## config.mk

```make
export PLATFORM = sky130hd
export DESIGN_NAME = iou_overlap
export DESIGN_NICKNAME = d
export VERILOG_FILES = /design/src/hdl/iou_pkg.sv /design/src/hdl/iou_overlap.sv
export SDC_FILE = /design/constraint.sdc
export NUM_CORES = 1
export LEC_CHECK = 0
export BUFFER_PORTS_ARGS = -buffer_cell sky130_fd_sc_hd__buf_2
export CAP_MARGIN = 10
export CORE_MARGIN = 3
export CORE_UTILIZATION = 39
export CTS_CLUSTER_SIZE = 24
export DETAILED_ROUTE_END_ITERATION = 10
export GPL_ROUTABILITY_DRIVEN = 0
export PLACE_DENSITY = 0.65
export SLEW_MARGIN = 20
export SYNTH_ARGS = -nofsm -noshare
export SYNTH_HDL_FRONTEND = slang
export SYNTH_SLANG_ARGS = --single-unit
```

## constraint.sdc

```tcl
create_clock -name clk -period 9.3 [get_ports clk]
set_input_delay 1.86 -clock clk [delete_from_list [all_inputs] [get_ports clk]]
set_output_delay 1.86 -clock clk [all_outputs]
set_load 0.05 [all_outputs]
```

## src/hdl/iou_pkg.sv

```systemverilog
// Package for the IoU track id assigner: payload word types and shared constants.
// No dependencies.
`timescale 1ns / 1ps
`default_nettype none
package iou_pkg;
  localparam int unsigned CoordBits = 12;
  localparam int unsigned SizeBits  = CoordBits - 1;
  localparam int unsigned IdBits    = 32;
  localparam int unsigned BoxBits   = 2 * CoordBits + 2 * SizeBits;
  localparam int unsigned AreaBits  = 2 * CoordBits;
  localparam logic [7:0]  ThrReset  = 8'd128;

  typedef enum logic {
    OP_DET = 1'b0,
    OP_EOF = 1'b1
  } op_t;

  typedef struct packed {
    op_t                        op;
    logic signed [CoordBits-1:0] box_left;
    logic signed [CoordBits-1:0] box_top;
    logic [SizeBits-1:0]        box_width;
    logic [SizeBits-1:0]        box_height;
  } in_word_t;

  typedef struct packed {
    logic [IdBits-1:0] track_id;
    logic              is_new;
    logic              dropped;
  } out_word_t;

  typedef struct packed {
    logic signed [CoordBits-1:0] x;
    logic signed [CoordBits-1:0] y;
    logic [SizeBits-1:0]        w;
    logic [SizeBits-1:0]        h;
  } box_t;
endpackage
`default_nettype wire

```

## src/hdl/iou_overlap.sv

```systemverilog
// Two-stage intersection/union unit for one stored box against the detection.
// Depends on iou_pkg.
`timescale 1ns / 1ps
`default_nettype none
module iou_overlap
  import iou_pkg::*;
(
  input  wire logic                clk,
  input  wire box_t                trk,
  input  wire box_t                det,
  output logic [AreaBits-1:0]      inter_r,
  output logic [AreaBits+1:0]      uni_r
);
  localparam int unsigned EB = CoordBits + 1;
  logic signed [EB:0]      ax1, bx1, ay1, by1, x0, y0, x1, y1, iw, ih;
  logic [SizeBits-1:0]     iw_r, ih_r;
  logic [AreaBits-1:0]     area_a_r, area_b_r;
  logic [AreaBits-1:0]     inter;
  logic [AreaBits+1:0]     uni;

  always_comb begin
    ax1 = (EB+1)'(trk.x) + $signed({2'b0, trk.w});
    bx1 = (EB+1)'(det.x) + $signed({2'b0, det.w});
    ay1 = (EB+1)'(trk.y) + $signed({2'b0, trk.h});
    by1 = (EB+1)'(det.y) + $signed({2'b0, det.h});
    x0  = (trk.x > det.x) ? (EB+1)'(trk.x) : (EB+1)'(det.x);
    y0  = (trk.y > det.y) ? (EB+1)'(trk.y) : (EB+1)'(det.y);
    x1  = (ax1 < bx1) ? ax1 : bx1;
    y1  = (ay1 < by1) ? ay1 : by1;
    iw  = x1 - x0;
    ih  = y1 - y0;
  end

  // Stage 1: clamp widths and form both box areas.
  always_ff @(posedge clk) begin
    iw_r     <= iw[EB] ? '0 : iw[SizeBits-1:0];
    ih_r     <= ih[EB] ? '0 : ih[SizeBits-1:0];
    area_a_r <= AreaBits'(trk.w) * AreaBits'(trk.h);
    area_b_r <= AreaBits'(det.w) * AreaBits'(det.h);
  end

  // Stage 2: intersection and union; zero union reads as 0 / 1.
  always_comb begin
    inter = AreaBits'(iw_r) * AreaBits'(ih_r);
    uni   = (AreaBits+2)'(area_a_r) + (AreaBits+2)'(area_b_r) - (AreaBits+2)'(inter);
  end

  always_ff @(posedge clk) begin
    if (uni == '0) begin
      inter_r <= '0;
      uni_r   <= (AreaBits+2)'(1);
    end else begin
      inter_r <= inter;
      uni_r   <= uni;
    end
  end
endmodule
`default_nettype wire

```

==> out/results.ini <==
[synthesis]
yosys_warnings=0
yosysMostFrequentCell=inv_1
synth_top_area_cell=fa_1
synth_common_cells=inv_1, ha_1, fa_1
synth_area_mm2=0.0206
avgSynthCellArea_um2=8.69
synth-seq-cells=112
syn_inst=2368
ys.flop_type=dfxtp_1
synth-edff-count=0
synth.distinct_cells=61
synthTopCellsByArea=fa_1, ha_1, dfxtp_1
netlist.area_leader.share=0.261
async_reset_ff_frac=0
seq_area_frac_synth=0.109

[cells_and_area]
seqCellArea_mm2=0.00224
nets=3128
postLayoutCoreUtil=0.428
n_antenna_cell=0
fill_cells=5100
multi_input_area_mm2=0.0165
syn_to_final_growth_pct=7.64
drive_gt1_frac=0.0747

[timing]
maxSlewHeadroom=0.452
finClkSkew_ps=13.0
worstMarginPinSlew_ps=812
hold_violations=0
final-max-slew-violation-count=0
tns_ps=0
fmax_mhz=123
rsz0062_at_grt=no
min_period_ps=8150
min_period_over_period=0.876
setup_viol=0

[routing]
num_vias=16282
drt_first_pass_iters=5
vias_per_cell=5.20
drtIter0Drc=1043
routed_wl_mm=53.6
postRouteAntennaNets=0
detail_route.drc_violations=0
drt-wirelength-per-cell_um=17.1

[critical_path]
arrival_ps=8370
endpoint_kind=register
start_kind=register
crit_type=register to register
critPathMaxStageDelay_ps=650
worstPathMaxFanout=23
crit_top_cell=fa_1
slowest_stage=dfxtp_1
crit_required_ps=9530

[cts]
cts_setup_buffers=0
cts_made_buffers=9
cts_tree=yes
post_cts_resized=0
cts_sinks=112
htreeDepth=3
clk-insertion-delay-late_ps=370
postCtsHoldBufs=0
ctsRootBufferMaster=clkbuf_16
clk_pin_slew_ps=80
clockBufferDepth=2

[floorplanning]
io_pins=143
core_mm2=0.0518
die_w_um=236
initial_utilization=0.397
fp-row-count=83
die-area_mm2=0.0556
dieHeight_um=236

[global_route]
overflow=0
grt_pass1_vias=16733
gr-usage-all-layers=0.192
antenna_found_initial=4
grt_max_degree=24
grt_pass1_wl_mm=87.3

[placed_design]
io_buffers=140
hpwlAfterDp_mm=46.0

[job]
drv_cap=0

[run_status]
run_status=finished, final reports clean

[hold_path]
hold_class=register to register

==> cells in the final DEF, fill, tap and decap left out, drive strengths merged, types with 4 or more instances in the layout <==
cell | Yosys | layout
xor2 | 35 | 35
mux2 | 8 | 8
o31ai | 7 | 7
and3 | 13 | 13
nor4 | 7 | 7
ha | 321 | 321
a21o | 63 | 63
or2 | 4 | 4
nor2 | 84 | 84
or3 | 12 | 12
nor3b | 7 | 7
mux2i | 41 | 41
fa | 268 | 268
or4 | 4 | 4
a31oi | 8 | 8
o21a | 22 | 22
o21bai | 18 | 18
buf | 11 | 144
o41ai | 4 | 4
nor2b | 33 | 33
o211ai | 9 | 9
nand4 | 11 | 11
a21oi | 107 | 107
nand3 | 35 | 35
nand2 | 229 | 229
xnor2 | 78 | 78
nor3 | 23 | 23
a211oi | 13 | 13
inv | 420 | 422
clkbuf | 67 | 10
and2 | 187 | 187
a2111oi | 7 | 7
dfxtp | 112 | 112
nand2b | 15 | 15
a211o | 4 | 4
o21ai | 55 | 55
==> flip-flops by register name (all words and copies together), names as in the netlist <==
name	cells
area_a_r	22
area_b_r	22
ih_r	11
inter_r	22
iw_r	11
uni_r	24
==> area by class of cell <==
type	count	share of cell area
tap	680	0.0384
clock inverter	6	0.00322
sequential	112	0.101
multi-input combinational	1759	0.742
inverter	420	0.0711
clock buffer	10	0.0108
timing repair buffer	144	0.0330
==> stage by stage <==
step | instance area [µm²] | hold WS [ps] | worst slack (ps) | instances
3_3_place_gp | 21900 | 618 | 1200 | 3115
6_report | 22200 | 610 | 1150 | 3131
2_1_floorplan | 20600 | 534 | 1850 | 2369
3_5_place_dp | 21900 | 599 | 959 | 3115
4_1_cts | 22200 | 609 | 1110 | 3131
5_1_grt | 22200 | 646 | 526 | 3131
==> per-layer routing <==
layer,vias up,GRT usage,part of all wire
met5,-,0,0.0011
met3,75,0.0233,0.050
met1,7987,0.254,0.45
li1,7771,-,-
met4,8,0.0583,0.028
met2,441,0.329,0.47
==> cell families (layout without fill, tap and decap cells) <==
kind of cell	Yosys count	in the layout	share of synthesized area
simple gates	666	666	0.163
fa+ha+maj	589	589	0.456
buf+inv	498	580	0.0922
compound gates	340	340	0.108
xor+xnor	113	113	0.0484
flops	112	112	0.109
mux	49	49	0.0243
other cells	1	2	0.000182
==> worst paths after layout <==
kind	cells after the start	slack, ps	start	to
worst max-delay path	29	1150	iw_r[5]	inter_r[21]
worst min-delay path	2	610	area_a_r[0]	uni_r[0]
worst max register to register	29	1150	iw_r[5]	inter_r[21]
worst min register to register	2	610	area_a_r[0]	uni_r[0]
==> worst max-delay path, delay by kind of cell, from the launching register on <==
family / cells / cell delay (ps)
adders and majority gates: 8 / 3430
and+or+nand+nor: 7 / 1570
AOI/OAI and AO/OA: 7 / 1340
DFF: 1 / 650
buffers and inverters: 5 / 540
xor gates and xnor gates: 2 / 450
Power is not shown: default switching activity piles up to over one toggle a cycle in this logic, so the estimate is an artifact.
