$ cat src/hdl/iou_ram.sv
// Generic single-port-write, single-port-read RAM with registered read.
// No dependencies.
`timescale 1ns / 1ps
`default_nettype none
module iou_ram #(
  parameter int unsigned WIDTH = 8,
  parameter int unsigned DEPTH = 64,
  parameter int unsigned AW    = (DEPTH > 1) ? $clog2(DEPTH) : 1
) (
  input  wire logic             clk,
  input  wire logic             wr_en,
  input  wire logic [AW-1:0]    wr_addr,
  input  wire logic [WIDTH-1:0] wr_data,
  input  wire logic [AW-1:0]    rd_addr,
  output logic [WIDTH-1:0]      rd_data
);
  logic [WIDTH-1:0] mem [DEPTH];

  always_ff @(posedge clk) begin
    if (wr_en) begin
      mem[wr_addr] <= wr_data;
    end
    rd_data <= mem[rd_addr];
  end
endmodule
`default_nettype wire

$ cat config.mk
export PLATFORM = sky130hd
export DESIGN_NAME = iou_ram
export DESIGN_NICKNAME = d
export VERILOG_FILES = /design/src/hdl/iou_ram.sv
export SDC_FILE = /design/constraint.sdc
export NUM_CORES = 1
export LEC_CHECK = 0
export ABC_CLOCK_PERIOD_IN_PS = 2400
export BUFFER_PORTS_ARGS = -buffer_cell sky130_fd_sc_hd__buf_2
export CAP_MARGIN = 20
export CORE_ASPECT_RATIO = 1.5
export CORE_MARGIN = 2
export CORE_UTILIZATION = 39
export DETAILED_ROUTE_END_ITERATION = 8
export GPL_TIMING_DRIVEN = 0
export PLACE_DENSITY = 0.59
export SLEW_MARGIN = 20
export SYNTH_ARGS = -nofsm -noshare
export SYNTH_HDL_FRONTEND = slang
export SYNTH_SLANG_ARGS = --single-unit
$ cat constraint.sdc
create_clock -name clk -period 2.4 [get_ports clk]
set_clock_uncertainty 0.2 [all_clocks]
set_input_delay 0.36 -clock clk [delete_from_list [all_inputs] [get_ports clk]]
set_output_delay 0.36 -clock clk [all_outputs]
set_load 0.1 [all_outputs]
==> flow_metrics.py, run 1 <==
metrics = {
    "power_and_ir_drop": {
        "p_leak_nw": 6.99,
        "powerDensity_nw_per_um2": 825,
        "ir_worst_vdd_uv": 691,
    },
    "floorplan": {
        "die_w_um": 190,
        "ioPinCount": 30,
        "dieArea_um2": 53600,
        "num_rows": 102,
        "initial_core_util_pct": 39.3,
        "die_h_um": 283,
        "core_area_um2": 51300,
    },
    "job": {
        "maxCapViolCount": 0,
    },
    "status": {
        "violations": "setup timing",
        "status": "finished with violations",
    },
    "critical_path": {
        "critPathRequiredTime_ns": 2.38,
        "crit_path_start_kind": "input port",
        "ff2ff_setup_slack_ns": 0.10,
        "crit_path_end_kind": "register",
        "r2r-end": "rd_data[1]",
        "r2r.worst_path.cells": 5,
        "crit_family": "simple AND/OR/NAND/NOR gates",
        "arrival_ns": 2.46,
        "crit_buf_inv": 1,
        "critPathMaxFanout": 10,
        "max_stage_delay_ns": 0.91,
        "reg2reg_from": "mem[11][1]",
        "critPathKind": "in -> reg",
        "cp-startpoint": "wr_addr[2]",
        "worstPathCellList": "clkbuf_1, nor2b_1, nand3_1, nor2_1",
        "crit_slowest_cell": "nor2_1",
    },
    "global_route": {
        "grt_pass1_wl_um": 71200,
        "antenna_found_initial": 0,
        "track_usage_pct": 18.9,
        "gr-total-overflow": 0,
        "grt_pass1_vias": 10100,
        "grt_max_degree": 65,
    },
    "timing": {
        "max_slew_margin_pct": 28.8,
        "fin_crit_sh_pct": 103,
        "finalHoldViolations": 0,
        "setup_violations": 24,
        "timing.hold.ws_ns": 0.119,
        "tightest_slew_ns": 1.06,
        "period_needed_ns": 2.48,
        "final.setup.tns_ns": -1.12,
        "final_max_slew_viol_count": 0,
        "timing.fmax_ghz": 0.404,
        "timing.final.ws_setup_ns": -0.0775,
        "grt_setup_unrepaired": "true",
    },
    "cells_and_area": {
        "antenna_cells": 0,
        "drive_gt1_share_pct": 26.2,
        "design_area_um2": 22700,
        "area_growth_pct": 12.7,
        "nNetsFinal": 1030,
        "stdcell_count": 1720,
        "fin_util_pct": 44.3,
    },
    "detailed_routing": {
        "dr_total_vias": 9667,
        "routed_wl_um": 49700,
        "drtIter0Drc": 1017,
        "drc_errors": 0,
        "wl_per_cell_um": 28.9,
        "viasPerCell": 5.62,
        "dr.pass1.iters": 5,
        "ant_nets": 0,
    },
    "place": {
        "globalplace.congestion": 0.884,
        "place_area_um2": 21100,
        "dpl.hpwl_um": 32900,
        "io_buffers": 21,
        "place_inst": 1637,
    },
    "logic_synthesis": {
        "avgSynthCellArea_um2": 21.5,
        "synth_ff_type": "edfxtp_1",
        "synth_most_common_cell": "edfxtp_1",
        "synth_top_cell_by_area": "edfxtp_1",
        "synth_warnings": 0,
        "netlist_area_um2": 20200,
        "syn_inst": 940,
        "async_reset_ff_share_pct": 0,
        "syn_nets": 962,
        "synth_top_area_share_pct": 76.2,
        "ys_top_cells_by_area": "edfxtp_1 76%, mux4_2 14%, nor2_1 1.5%",
        "synth.distinct_cells": 40,
        "yosysSeqAreaShare_pct": 77.0,
        "synth_edf_count": 512,
        "synth-seq-cells": 520,
        "synth_common_cells": "512 x edfxtp_1, 126 x mux4_2, 83 x nor2_1",
    },
    "clock_tree": {
        "cts_sinks": 520,
        "clock_path_buffers": 3,
        "clk_pin_slew_worst_paths_ns": 0.06,
        "cts_made_buffers": 46,
        "cts_max_level": 2,
        "worstSkewPairLatency_ns": 0.57,
        "root_buffer": "clkbuf_16",
        "cts_tree": "built",
    },
    "worst_hold_path": {
        "worstHoldPathType": "in -> reg",
        "hp-start": "wr_data[0]",
        "hold-path-endpoint": "mem[46][0]",
        "hold_path_depth": 1,
    },
}
-- worst register-to-register path, cell delays in order, from the launching register on --
cell       delay [ns]
edfxtp_1         0.36
mux4_2           0.53
mux4_2           0.55
nor2_1           0.19
nor3_1           0.10
o2bb2ai_1        0.22
-- timing repair --
action | CTS | global route
resized for setup | 18 | 14
setup buffers | 0 | 0
hold buffers | 1 | 0
hold endpoints to repair | 3 | 0
setup endpoints to repair | 16 | 63
-- where the power goes --
group | total, mW | switching (mW) | leakage, nW | internal (mW)
clock network | 7.55 | 3.21 | 0.748 | 4.34
registers | 10.1 | 0.0174 | 4.67 | 10.0
logic | 1.15 | 0.782 | 1.57 | 0.364
total | 18.8 | 4.01 | 6.99 | 14.7
-- sequential cells by signal, indices dropped and copies added (netlist names) --
register and cells:
rd_data 8, mem 512
-- routing by layer --
| layer | track usage, % | share of wire, % | vias to the layer above |
|---|---|---|---|
| met5 | 0 | 0 | - |
| met4 | 8.15 | 4.2 | 0 |
| met3 | 2.37 | 5.3 | 105 |
| met2 | 34.6 | 53 | 369 |
| met1 | 22.4 | 37 | 5143 |
| li1 | - | - | 4050 |
-- cells in the final DEF (no fill, tap or decap), types with 3 or more instances in the layout --
master / count
o2111ai_1: 3
dfxtp_1: 8
o221ai_1: 8
mux2i_1: 23
clkbuf_2: 5
clkinv_1: 11
o2bb2ai_1: 3
a211oi_1: 4
a22oi_1: 3
buf_4: 25
bufinv_16: 7
o22ai_1: 8
nand3_1: 12
clkbuf_16: 47
a21oi_1: 3
nand3b_1: 3
nand2b_1: 7
edfxtp_1: 512
nor2_1: 77
buf_6: 5
clkbuf_1: 18
mux2_2: 13
nor2b_1: 14
mux4_2: 126
nor3_1: 5
nand2_1: 19
clkinv_2: 9
nor2_2: 6
a221oi_1: 6
buf_2: 18
-- final cells by class --
class / instances / area (um2)
plain buffers: 49 / 340
clock buffers: 54 / 1200
clock inverters: 30 / 322
fillers: 4413 / 28600
multi-input cells: 369 / 4350
flip-flops and latches: 520 / 15500
well taps: 676 / 846
repair buffers: 22 / 135
-- cells by family (layout without fill, tap and decap cells) --
logic type | after synthesis | in the layout | synth area share (%)
flip-flops | 520 | 520 | 77.0
multiplexers | 162 | 162 | 15.9
AND/OR/NAND/NOR | 153 | 153 | 3.39
AO/OA/AOI/OAI | 54 | 54 | 2.07
buffers and inverters | 51 | 155 | 1.57
-- worst max path at each step --
stage / to / slack (ns) / cells after the start
after global placement: rd_data[2] / -0.94 / 8
after CTS: mem[61][6] / -0.007 / 4
after global routing: mem[61][6] / -0.13 / 4
after detailed placement: rd_data[2] / -0.94 / 8
final: mem[61][6] / -0.08 / 4
after floorplan: rd_data[3] / 0.17 / 7
-- stage by stage --
stage | power, mW | setup WS (ns)
after global placement | 11.4 | -0.943
after floorplan | 10.9 | 0.172
after detailed placement | 11.4 | -0.940
after CTS | 18.9 | -0.00727
final | 18.8 | -0.0775
after global routing | 19.2 | -0.127
Power figures use the tool's default switching activity.
==> inputs of run 2 (changes only) <==
CELL_PAD_IN_SITES_DETAIL_PLACEMENT = 0   (was unset)
CELL_PAD_IN_SITES_GLOBAL_PLACEMENT = 1   (was unset)
CTS_CLUSTER_SIZE = 25   (was unset)
PLACE_DENSITY = 0.64   (was 0.59)
==> flow_metrics.py, run 2 (same netlist as run 1, synthesis figures left out) <==
metrics = {
    "status": {
        "status": "finished clean",
    },
    "cells_and_area": {
        "nNetsFinal": 1034,
        "largest_reg_flops": 512,
        "drive_gt1_share_pct": 26.8,
        "layout_commonest_cell": "edfxtp_1",
        "top_regs": "mem: 512 flops, rd_data: 8 flops",
        "fin_util_pct": 44.4,
        "design_area_um2": 22800,
        "final_cell_mix": "512 x edfxtp_1, 126 x mux4_2, 81 x nor2_1",
        "area_growth_pct": 12.9,
        "antenna_cells": 0,
        "regMostFlops": "mem",
    },
    "critical_path": {
        "crit_path_end_kind": "register",
        "worstPathCellList": "buf_2, buf_4, clkbuf_2, buf_2, mux4_2, o21ai_1, o41ai_2",
        "critPathKind": "in -> reg",
        "critPathMaxFanout": 10,
        "crit_slowest_cell": "buf_2",
        "max_stage_delay_ns": 0.50,
        "arrival_ns": 2.63,
        "ff2ff_setup_slack_ns": 0.06,
        "crit_top_cell": "buf_2",
        "crit_path_start_kind": "input port",
        "critPathRequiredTime_ns": 2.64,
    },
    "floorplan": {
        "num_rows": 102,
        "dieArea_um2": 53600,
        "initial_core_util_pct": 39.3,
        "core_area_um2": 51300,
        "die_h_um": 283,
        "ioPinCount": 30,
        "die_w_um": 190,
    },
    "detailed_routing": {
        "wl_per_cell_um": 29.5,
        "viasPerCell": 5.57,
        "drc_errors": 0,
        "dr.pass1.iters": 5,
        "ant_nets": 0,
        "drtIter0Drc": 812,
        "dr_total_vias": 9616,
        "routed_wl_um": 50900,
    },
    "timing": {
        "period_needed_ns": 2.40,
        "setup_violations": 0,
        "max_slew_margin_pct": 24.7,
        "timing.fmax_ghz": 0.417,
        "timing.hold.ws_ns": 0.134,
        "timing.final.ws_setup_ns": 0.00378,
        "finalHoldViolations": 0,
        "grt_setup_unrepaired": "false",
        "tightest_slew_ns": 1.13,
        "final_max_slew_viol_count": 0,
        "fin_crit_sh_pct": 99.8,
    },
    "place": {
        "place_area_um2": 21100,
        "io_buffers": 21,
        "globalplace.congestion": 0.887,
        "dpl.hpwl_um": 33300,
        "dp_slack_ns": -1.02,
    },
    "clock_tree": {
        "clk_pin_slew_worst_paths_ns": 0.07,
        "clock_path_buffers": 3,
        "cts_made_buffers": 49,
        "postCtsSetupBuffers": 0,
        "cts_max_level": 2,
        "cts_tree": "built",
        "root_buffer": "clkbuf_16",
        "worstSkewPairLatency_ns": 0.58,
        "cts_sinks": 520,
    },
    "worst_hold_path": {
        "worstHoldPathType": "in -> reg",
    },
    "job": {
        "maxCapViolCount": 0,
    },
    "global_route": {
        "grt_max_degree": 65,
        "grt_pass1_wl_um": 72100,
        "gr-total-overflow": 0,
        "grt_pass1_vias": 10000,
        "antenna_found_initial": 1,
        "track_usage_pct": 19.4,
    },
    "power_and_ir_drop": {
        "powerDensity_nw_per_um2": 825,
        "power_mw": 18.8,
        "p_leak_nw": 7.01,
        "ir_worst_vdd_uv": 475,
    },
}
run 2: worst paths after layout:
check                                start          to  cells after the start
worst max-delay path            rd_addr[2]  rd_data[3]                      7
worst min-delay path            wr_data[7]  mem[50][7]                      1
worst max register to register  mem[20][6]  rd_data[6]                      5
worst min register to register  mem[26][4]  rd_data[4]                      3
run 2: where the power goes:
group          internal [mW]  switching, mW
clock                   4.22           3.32
sequential              10.0         0.0160
combinational          0.366          0.792
run 2: metrics by stage:
stage	std cells	TNS [ns]
after global placement	1637	-148.21
after CTS	1727	0
after detailed placement	1637	-162.12
after floorplan	940	0
after global routing	1727	0
final	1727	0
run 2: cell type report:
class	count	area, um2
repair buffers	22	135
flip-flops and latches	520	15500
multi-input cells	369	4360
clock buffers	64	1370
well taps	676	846
clock inverters	26	186
plain buffers	50	339
fillers	4433	28500
run 2: routing by layer:
layer	up-vias	track usage, %	routed length (um)
met4	2	8.15	1960
met5	-	0	13
li1	4065	-	-
met2	298	36.5	28100
met3	94	2.13	2210
met1	5157	22.3	18600
run 2: worst max-delay path: cells and delay by family:
kind	cells	cell delay, ns
buffers and inverters	4	1.33
AOI/OAI and AO/OA	2	0.49
muxes	1	0.43
run 2: what timing repair did:
action                     4_1_cts  5_1_grt
setup endpoints to repair        8       21
resized for setup               16       11
hold buffers                     1        0
hold endpoints to repair         1        0
